File: config.mk
export PLATFORM = sky130hd
export DESIGN_NAME = mfde_front
export DESIGN_NICKNAME = d
export VERILOG_FILES = /design/src/rtl/core/mfde_pkg.sv /design/src/rtl/core/mfde_front.sv
export SDC_FILE = /design/constraint.sdc
export NUM_CORES = 1
export LEC_CHECK = 0
export ABC_AREA = 1
export BUFFER_PORTS_ARGS = -buffer_cell sky130_fd_sc_hd__buf_2
export CORE_ASPECT_RATIO = 0.5
export CORE_MARGIN = 1.5
export CORE_UTILIZATION = 45
export DETAILED_ROUTE_END_ITERATION = 10
export GPL_ROUTABILITY_DRIVEN = 0
export PLACE_DENSITY_LB_ADDON = 0.25
export SLEW_MARGIN = 20
export SYNTH_ARGS = -nofsm -noshare
export SYNTH_HDL_FRONTEND = slang
export SYNTH_SLANG_ARGS = --single-unit
File: constraint.sdc
create_clock -name clock -period 18.06 [get_ports clock]
set_input_delay 2.709 -clock clock [delete_from_list [all_inputs] [get_ports clock]]
set_output_delay 2.709 -clock clock [all_outputs]
set_load 0.005 [all_outputs]
File: src/rtl/core/mfde_pkg.sv
package mfde_pkg;

   // Screen geometry and store size
   localparam int SCREEN_WIDTH = 400;
   localparam int SCREEN_LINES = 240;
   localparam int STORE_BYTES  = 12000;

   localparam int XW = (SCREEN_WIDTH > 1) ? $clog2(SCREEN_WIDTH) : 1;
   localparam int YW = (SCREEN_LINES > 1) ? $clog2(SCREEN_LINES) : 1;
   localparam int AW = (STORE_BYTES > 1) ? $clog2(STORE_BYTES) : 1;
   localparam int PW = $clog2(SCREEN_WIDTH * SCREEN_LINES + 1);

   // Command queue between front and back (power of two)
   localparam int QUEUE_DEPTH = 2;
   localparam int QPW = (QUEUE_DEPTH > 1) ? $clog2(QUEUE_DEPTH) : 1;
   localparam int QCW = $clog2(QUEUE_DEPTH + 1);

   // Command codes
   localparam logic [3:0] CMD_PIXEL     = 4'd0;
   localparam logic [3:0] CMD_FILL      = 4'd1;
   localparam logic [3:0] CMD_OUTLINE   = 4'd2;
   localparam logic [3:0] CMD_HLINE     = 4'd3;
   localparam logic [3:0] CMD_VLINE     = 4'd4;
   localparam logic [3:0] CMD_CLEAR     = 4'd5;
   localparam logic [3:0] CMD_IMG_START = 4'd6;
   localparam logic [3:0] CMD_IMG_BYTE  = 4'd7;
   localparam logic [3:0] CMD_READ      = 4'd8;

   typedef enum logic [2:0] {
      OP_NOP,
      OP_RECT,
      OP_OUTLINE,
      OP_CLEAR,
      OP_IMG_START,
      OP_IMG_BYTE,
      OP_READ
   } op_type;

   // Classified transaction as held in the queue
   typedef struct packed {
      op_type          op;
      logic            color;
      logic [XW-1:0]   xa;
      logic [XW-1:0]   xb;
      logic [YW-1:0]   ya;
      logic [YW-1:0]   yb;
      logic [9:0]      pos_x;
      logic [8:0]      pos_y;
      logic [9:0]      width;
      logic [8:0]      height;
      logic [7:0]      image_byte;
      logic [13:0]     read_address;
   } item_type;

   typedef struct packed {
      logic     valid;
      item_type item;
   } queue_type;

   typedef struct packed {
      logic pop;
      logic init_busy;
   } back_status_type;

   function automatic logic [XW-1:0] clamp_x(input logic [10:0] x);
      if (x >= 11'(SCREEN_WIDTH)) begin
         return XW'(SCREEN_WIDTH - 1);
      end
      return x[XW-1:0];
   endfunction

   function automatic logic [YW-1:0] clamp_y(input logic [10:0] y);
      if (y >= 11'(SCREEN_LINES)) begin
         return YW'(SCREEN_LINES - 1);
      end
      return y[YW-1:0];
   endfunction

   // Byte index of a clamped pixel, normal or mirrored orientation
   function automatic logic [PW-1:0] pixel_index(input logic [XW-1:0] x,
                                                 input logic [YW-1:0] y,
                                                 input logic mirror);
      logic [PW-1:0] row;
      logic [PW-1:0] col;
      logic [PW-1:0] sum;
      row = mirror ? (PW'(SCREEN_LINES - 1) - PW'(y)) : PW'(y);
      col = mirror ? (PW'(SCREEN_WIDTH - 1) - PW'(x)) : PW'(x);
      sum = PW'(SCREEN_WIDTH) * row + col;
      return sum >> 3;
   endfunction

   function automatic logic [7:0] pixel_mask(input logic [2:0] xl, input logic mirror);
      return mirror ? (8'h80 >> xl) : (8'h01 << xl);
   endfunction

endpackage

File: src/rtl/core/mfde_front.sv
module mfde_front import mfde_pkg::*; (
   input  logic            clock,
   input  logic            reset,
   input  logic            req_valid,
   output logic            req_stall,
   input  logic [3:0]      req_cmd,
   input  logic [9:0]      req_pos_x,
   input  logic [8:0]      req_pos_y,
   input  logic [9:0]      req_shape_width,
   input  logic [8:0]      req_shape_height,
   input  logic [9:0]      req_line_length,
   input  logic            req_pixel_color,
   input  logic [7:0]      req_image_byte,
   input  logic [13:0]     req_read_address,
   input  back_status_type back_status,
   output queue_type       queue_head
);

   item_type         cls;
   item_type         q_ff [QUEUE_DEPTH];
   logic [QPW-1:0]   wptr_ff;
   logic [QPW-1:0]   rptr_ff;
   logic [QCW-1:0]   cnt_ff;
   logic [QCW-1:0]   cnt_in;
   logic             push;
   logic             pop;
   logic [10:0]      x_w;
   logic [10:0]      y_h;
   logic [10:0]      x_len;
   logic [10:0]      y_len;

   // Shape extents before clamping
   assign x_w   = 11'(req_pos_x) + 11'(req_shape_width);
   assign y_h   = 11'(req_pos_y) + 11'(req_shape_height);
   assign x_len = 11'(req_pos_x) + 11'(req_line_length);
   assign y_len = 11'(req_pos_y) + 11'(req_line_length);

   // Classify the command and work out clamped bounds
   always_comb begin
      cls.op           = OP_NOP;
      cls.color        = req_pixel_color;
      cls.xa           = clamp_x(11'(req_pos_x));
      cls.xb           = clamp_x(11'(req_pos_x));
      cls.ya           = clamp_y(11'(req_pos_y));
      cls.yb           = clamp_y(11'(req_pos_y));
      cls.pos_x        = req_pos_x;
      cls.pos_y        = req_pos_y;
      cls.width        = req_shape_width;
      cls.height       = req_shape_height;
      cls.image_byte   = req_image_byte;
      cls.read_address = req_read_address;
      case (req_cmd)
         CMD_PIXEL: begin
            cls.op = OP_RECT;
         end
         CMD_FILL: begin
            cls.op = (req_shape_width == 10'd0 || req_shape_height == 9'd0) ? OP_NOP : OP_RECT;
            cls.xb = clamp_x(x_w - 11'd1);
            cls.yb = clamp_y(y_h - 11'd1);
         end
         CMD_OUTLINE: begin
            cls.op = OP_OUTLINE;
            cls.xb = clamp_x(x_w);
            cls.yb = clamp_y(y_h);
         end
         CMD_HLINE: begin
            cls.op = OP_RECT;
            cls.xb = clamp_x(x_len);
         end
         CMD_VLINE: begin
            cls.op = OP_RECT;
            cls.yb = clamp_y(y_len);
         end
         CMD_CLEAR:     cls.op = OP_CLEAR;
         CMD_IMG_START: cls.op = OP_IMG_START;
         CMD_IMG_BYTE:  cls.op = OP_IMG_BYTE;
         CMD_READ:      cls.op = OP_READ;
         default:       cls.op = OP_NOP;
      endcase
   end

   // Queue control
   assign req_stall = (cnt_ff == QCW'(QUEUE_DEPTH)) || back_status.init_busy;
   assign push      = req_valid && !req_stall;
   assign pop       = back_status.pop && (cnt_ff != '0);

   always_comb begin
      cnt_in = cnt_ff;
      if (push && !pop) begin
         cnt_in = cnt_ff + QCW'(1);
      end else if (pop && !push) begin
         cnt_in = cnt_ff - QCW'(1);
      end
   end

   always_ff @(posedge clock) begin
      if (reset) begin
         wptr_ff <= '0;
         rptr_ff <= '0;
         cnt_ff  <= '0;
      end else begin
         cnt_ff <= cnt_in;
         if (push) begin
            wptr_ff <= wptr_ff + QPW'(1);
         end
         if (pop) begin
            rptr_ff <= rptr_ff + QPW'(1);
         end
      end
   end

   // Queue storage
   always_ff @(posedge clock) begin
      if (push) begin
         q_ff[wptr_ff] <= cls;
      end
   end

   assign queue_head.valid = (cnt_ff != '0);
   assign queue_head.item  = q_ff[rptr_ff];

endmodule

Word level (Yosys, flattened, before mapping)
Memories as Yosys holds them, arrays and structs flattened. A register that Yosys moved wholly into a read port is not among the register bits.
Index checks and enable logic that the tools add are counted.

operators by class
  add/subtract/negate cells = 10
  order comparisons = 8
  equal/unequal tests = 9
  mux-type cells = 40
  reductions and logical operators = 15

operators with widths
  operator                 count
  $mux W9                  8
  $mux W8                  8
  $ge A11 B9 Y1 const B    3
  $pmux W9 S3              1
  $pmux W8 S3              1
  $add A10 B10 Y11         2
  $ge A11 B8 Y1 const B    2
  $pmux W3 S7              1
  $mux W1                  19
  $eq A4 B3 Y1 const B     4
  $add A9 B10 Y11          1
  $sub A10 B1 Y11 const B  1
  $sub A11 B1 Y11 const B  1
  $add A9 B9 Y10           1
  $ge A10 B8 Y1 const B    1
  $ge A10 B9 Y1 const B    1
  $logic_not A10 Y1        1
  $ge A9 B8 Y1 const B     1
  $logic_not A9 Y1         1
  $eq A4 B2 Y1 const B     2
  $eq A4 B1 Y1 const B     1
  $eq A4 B4 Y1 const B     1
  $logic_and A1 B1 Y1      4
  $logic_not A4 Y1         1
  other kinds (9)          15

storage, ports and cells
  bits in registers = 4
  RAM bits = 196
  logic and storage cells = 86
  memories kept = 1

memory list
  memory  depth  width  rd ports  clocked after memory_dff  wr ports  line              text
  q_ff    2      98     1         1                         1         mfde_front.sv:20  item_type q_ff [QUEUE_DEPTH];

Depth between registers and ports, before layout
  depth in word-level cells = 8
  mapped depth = 20

Worst setup path before layout
OpenSTA, ideal clock, no wires.

  path type = input port to flip-flop
  start = in back_status[0] (netlist bit)
  end = mem q_ff[1][0] (netlist bit), enable pin
  data arrival time = 7014 ps
  required time = 17503 ps
  setup slack = 10489 ps
  stages on the path = 3
  buffers on the path = 0
  cell sequence = inv_1 nand3_1 nor2_1

between the ends
  longest elaborated chain between the ends = 5

RTL lines
  item                           line               text
  start, declared                mfde_front.sv:15   input back_status_type back_status,
  $logic_or A1 B1 Y1             mfde_front.sv:83   assign req_stall = (cnt_ff == QCW'(QUEUE_DEPTH)) || back_status.init_busy;
  $logic_not A1 Y1               mfde_front.sv:84   assign push = req_valid && !req_stall;
  $logic_and A1 B1 Y1            mfde_front.sv:84
  $mux W1                        mfde_front.sv:114  if (push) begin
  $mux W1 (implied by the code)  mfde_front.sv:115  q_ff[wptr_ff] <= cls;
  end, declared                  mfde_front.sv:20

Every way passes these cells.

Worst setup path after layout
  start = in back_status[0] (netlist bit)
  end = out req_stall

between the ends
  longest elaborated chain between the ends = 1

RTL lines
  item                line              text
  $logic_or A1 B1 Y1  mfde_front.sv:83
  end, declared       mfde_front.sv:5   output logic req_stall,

Every way passes these cells.

==> results.txt <==
Clock tree synthesis found a total of 201 sinks. TritonCTS built the clock tree. The first global-routing pass estimated 39.42 mm of wire. In the synthesized netlist the dominant register cell turns out to be edfxtp_1. Of all nets on the critical path, the largest fanout is 2.

The worst pin sits at a relative slew slack of 44.21%. The number of cells on the worst reg-to-reg path is 6. The start point of the worst hold path is rptr_ff. Timing would allow up to 173.9 MHz. The complex-gate fraction of the synthesized area was 3.845%. The routed layout has 7603 vias. In the routed layout, each cell is associated on average with a via count of 5.148.

The run gives 7754 as the number of global-route vias before repair. Buffers inserted during clock tree synthesis total 19. The worst register-to-register path has a setup slack of 15250 ps.

The worst-case clock buffer depth was 3. The run gives 490 ps as the insertion delay of the later-clocked pin in the worst-skew pair. The logs give 39 for the site row count and 0 for the count of final max-slew check failures. The path with the worst hold slack has its endpoint at rptr_ff. The flow ran to the end, and the final reports show no timing, DRC or antenna violations.

The kind of end point of the critical path is an output pin. The residual overflow from global routing is 0. After legalization and detailed placement, the total HPWL measured 18.06 mm.

The mean area per synthesized cell was 11.19 um2; the layout net count was 1283. At the end of the flow the core is filled with cells to 54.84%. The synthesized netlist devotes 5.722% of its cell area to adder and majority cells.

The critical path is of the in -> out type. After synthesis the cells add up to 0.01080 mm2. The number of setup buffers added after CTS is 0.

From synthesis to final layout, the design area changed by 17.66%. The detail route stage leaves a number of antenna-violating nets equal to 0. Of the total synthesized cell area, the portion taken by XOR and XNOR cells is 2.015%. The sequential area share after synthesis was 55.41%; the measured slew at the worst slew-check pin was 836.9 ps. After clock tree synthesis, the clock-pin slew on the worst setup and hold paths is 70 ps. Data on the critical path is required at its endpoint by 15350 ps. In this run the worst setup path begins at back_status[0]. In the routed design, unresolved DRC markers number 0.

The tools report the core area as 0.02318 mm2. After Yosys synthesis, and, or, nand and nor cells account for 18.57% of the synthesized area. For the finished layout, the period the worst path requires is 5749 ps. Leaving out filler cells and counting taps, the final layout contains 1477.

The largest family of logic cells by synthesized area is simple AND/OR/NAND/NOR gates. For this design, the slowest cell found on the critical path is buf_2. Clock skew on the completed layout was measured at 10.69 ps. The number of hold-slack violations in the final timing report is 0, and the distinct cell type count after synthesis is 49.

The part of the cycle the worst path needs was 31.83%; the number of flip-flops and latches in the synthesized netlist was 201. After detailed placement, the design holds a cell count of 1442. The die is 222.1 um wide. Summed over its instances, the top area cell type makes up 54.48% of the synthesized netlist area. The pin count of the biggest net entering global routing came out at 81. The detailed router finished its first iteration with 439 violations. For the synthesized instance count, the log shows 965. In this run, post-CTS hold repair placed 0 buffers. Gates resized during post-CTS repair numbered 0. The async set-reset flop share out of synthesis was 0%.

The total of endpoints with negative setup slack in the final report is 0, and the count of flip-flops with a built-in enable after synthesis is 196. The worst register-to-register path begins at cnt_ff[0]. The tools report the number of synthesis warnings as 0. The tool flagged a number of max-cap violations equal to 0. For this design the top-level I/O count stands at 180. For the leakage power total, the log shows 5.226 nW. The tools report the worst reg2reg path endpoint as q_ff[1][83]. Ranked by total cell area, the synthesized netlist is headed by edfxtp_1, mux2_2, nand2_1, ha_1, inv_1. The pre-antenna-repair detailed-routing pass consisted of 4 iterations. The worst hold path was traced through 2 stages. The maximum level of the CTS H-tree was 1.

The die span in y was 112.6 um. The worst setup path is launched from an input port. After detailed routing, the average wire length per cell comes to 16.65 um. In this run the power density over the cells is 98.70 mW/mm2. Of the cells placed in the final design, the portion with a size suffix greater than 1 is 34.42%.

The cell sitting at the root of the clock tree is a clkbuf_16. The run gives 1092 as the net count of the mapped netlist. The arrival time at the worst endpoint is 3040 ps.

The signal on the critical path passes through buf_2, inv_1, nand2_1, buf_2. The number of antenna violations at the first check in global routing is 2. For this run, the slowest stage of the critical path takes 120 ps. The setup total negative slack was 0 ps; the total wire length was 24.59 mm.

The starting utilization of the core area came out at 46.61%. Setup repair after global routing left no endpoint under its margin. The count of port buffers added during placement is 179. The total track usage is 19.87%, and the multiplexer fraction of the synthesized cell area is 10.22%. The die covers 0.02500 mm2. The highest ir drop seen on vdd was 0.05655 mV. Most frequent cell on the critical path: buf_2. The biggest area contributor in the post-synthesis netlist is edfxtp_1.

The path class of the tightest hold or removal check is reg -> reg.
## worst max-delay path, delay by kind of cell
family / cells / cell delay, ps
and+or+nand+nor: 1 / 50
buffers and inverters: 3 / 280
## stage by stage
step,instance area (um2),hold WS [ps],setup slack (ps),power [mW]
2_1_floorplan,10800,454.5,10490,0.7603
3_3_place_gp,12080,461.5,12320,0.8478
3_5_place_dp,12080,477.4,12310,0.8547
4_1_cts,12700,490.9,12310,1.267
5_1_grt,12710,560.8,12240,1.315
6_report,12710,505.4,12310,1.255
## routing by layer
layer	GRT usage, %	part of all wire [%]	up-vias	routed length, um
met5	0	0	-	0
met4	5.708	2.2	0	550
met3	2.958	3.5	41	871
met2	36.15	50	131	12340
met1	24.67	44	3690	10830
li1	-	-	3741	-
## logic make-up after synthesis
| family | count (synthesis) |
|---|---|
| simple gates | 409 |
| flops | 201 |
| buf+inv | 119 |
| mux | 98 |
| compound gates | 70 |
| fa+ha+maj | 47 |
| xor+xnor | 21 |
## layout make-up
| cell class | instances | area (um2) |
|---|---|---|
| inverter | 105 | 394.1 |
| fill | 2026 | 10470 |
| multi-input combinational | 645 | 4375 |
| clock inverter | 11 | 138.9 |
| timing repair buffer | 184 | 937.1 |
| antenna | 2 | 5.005 |
| tap | 307 | 384.1 |
| clock buffer | 22 | 486.7 |
| sequential | 201 | 5989 |
## synth_stat cells (7+ instances only)
| library cell | instances |
|---|---|
| edfxtp_1 | 196 |
| nand2_1 | 187 |
| mux2_2 | 98 |
| inv_1 | 97 |
| nand3_1 | 65 |
| nor2_1 | 54 |
| ha_1 | 43 |
| a21oi_1 | 24 |
| nand2_2 | 23 |
| o21ai_0 | 20 |
| nand4_1 | 18 |
| xor2_1 | 15 |
| or2_2 | 14 |
| nand3_2 | 10 |
| clkbuf_1 | 9 |
| a21oi_2 | 8 |
| nand2_4 | 8 |
| inv_2 | 7 |
## worst max-delay path by stage
stage / endpoint / slack (ps)
CTS: req_stall / 12310
global route: req_stall / 12240
global placement: req_stall / 12320
finish: req_stall / 12310
floorplan: q_ff[1][0] / 10490
detailed placement: req_stall / 12310
## cells in the final DEF, fill, tap and decap left out, types with 4 or more instances in the layout
cell type / count
fa_1: 4
o21ai_0: 20
inv_2: 7
nor3_1: 5
a21oi_2: 8
o21bai_1: 4
mux2_2: 98
nand3_2: 10
a21oi_1: 24
ha_1: 43
buf_2: 179
inv_1: 97
buf_4: 4
edfxtp_1: 196
nand2_2: 23
dfxtp_1: 4
nor2_1: 52
nand2_1: 187
a31oi_1: 4
nor2_4: 7
clkinv_2: 5
nand2_4: 8
nand4_1: 18
nand3_1: 65
or2_2: 14
nor2_2: 5
clkbuf_16: 19
xor2_1: 15
nand3b_1: 5
## state kept, by name (all words and copies together), names as in the netlist, named ones only
| signal | flops |
|---|---|
| rptr_ff | 1 |
| cnt_ff | 2 |
| q_ff | 196 |
| wptr_ff | 1 |
## report_power, final
part / total (mW) / internal (mW) / switching (mW)
Sequential: 0.561 / 0.545 / 0.0156
Combinational: 0.282 / 0.122 / 0.160
Clock: 0.412 / 0.238 / 0.174
Total: 1.25 / 0.905 / 0.349
No activity file was read; power rests on OpenSTA's default activity.
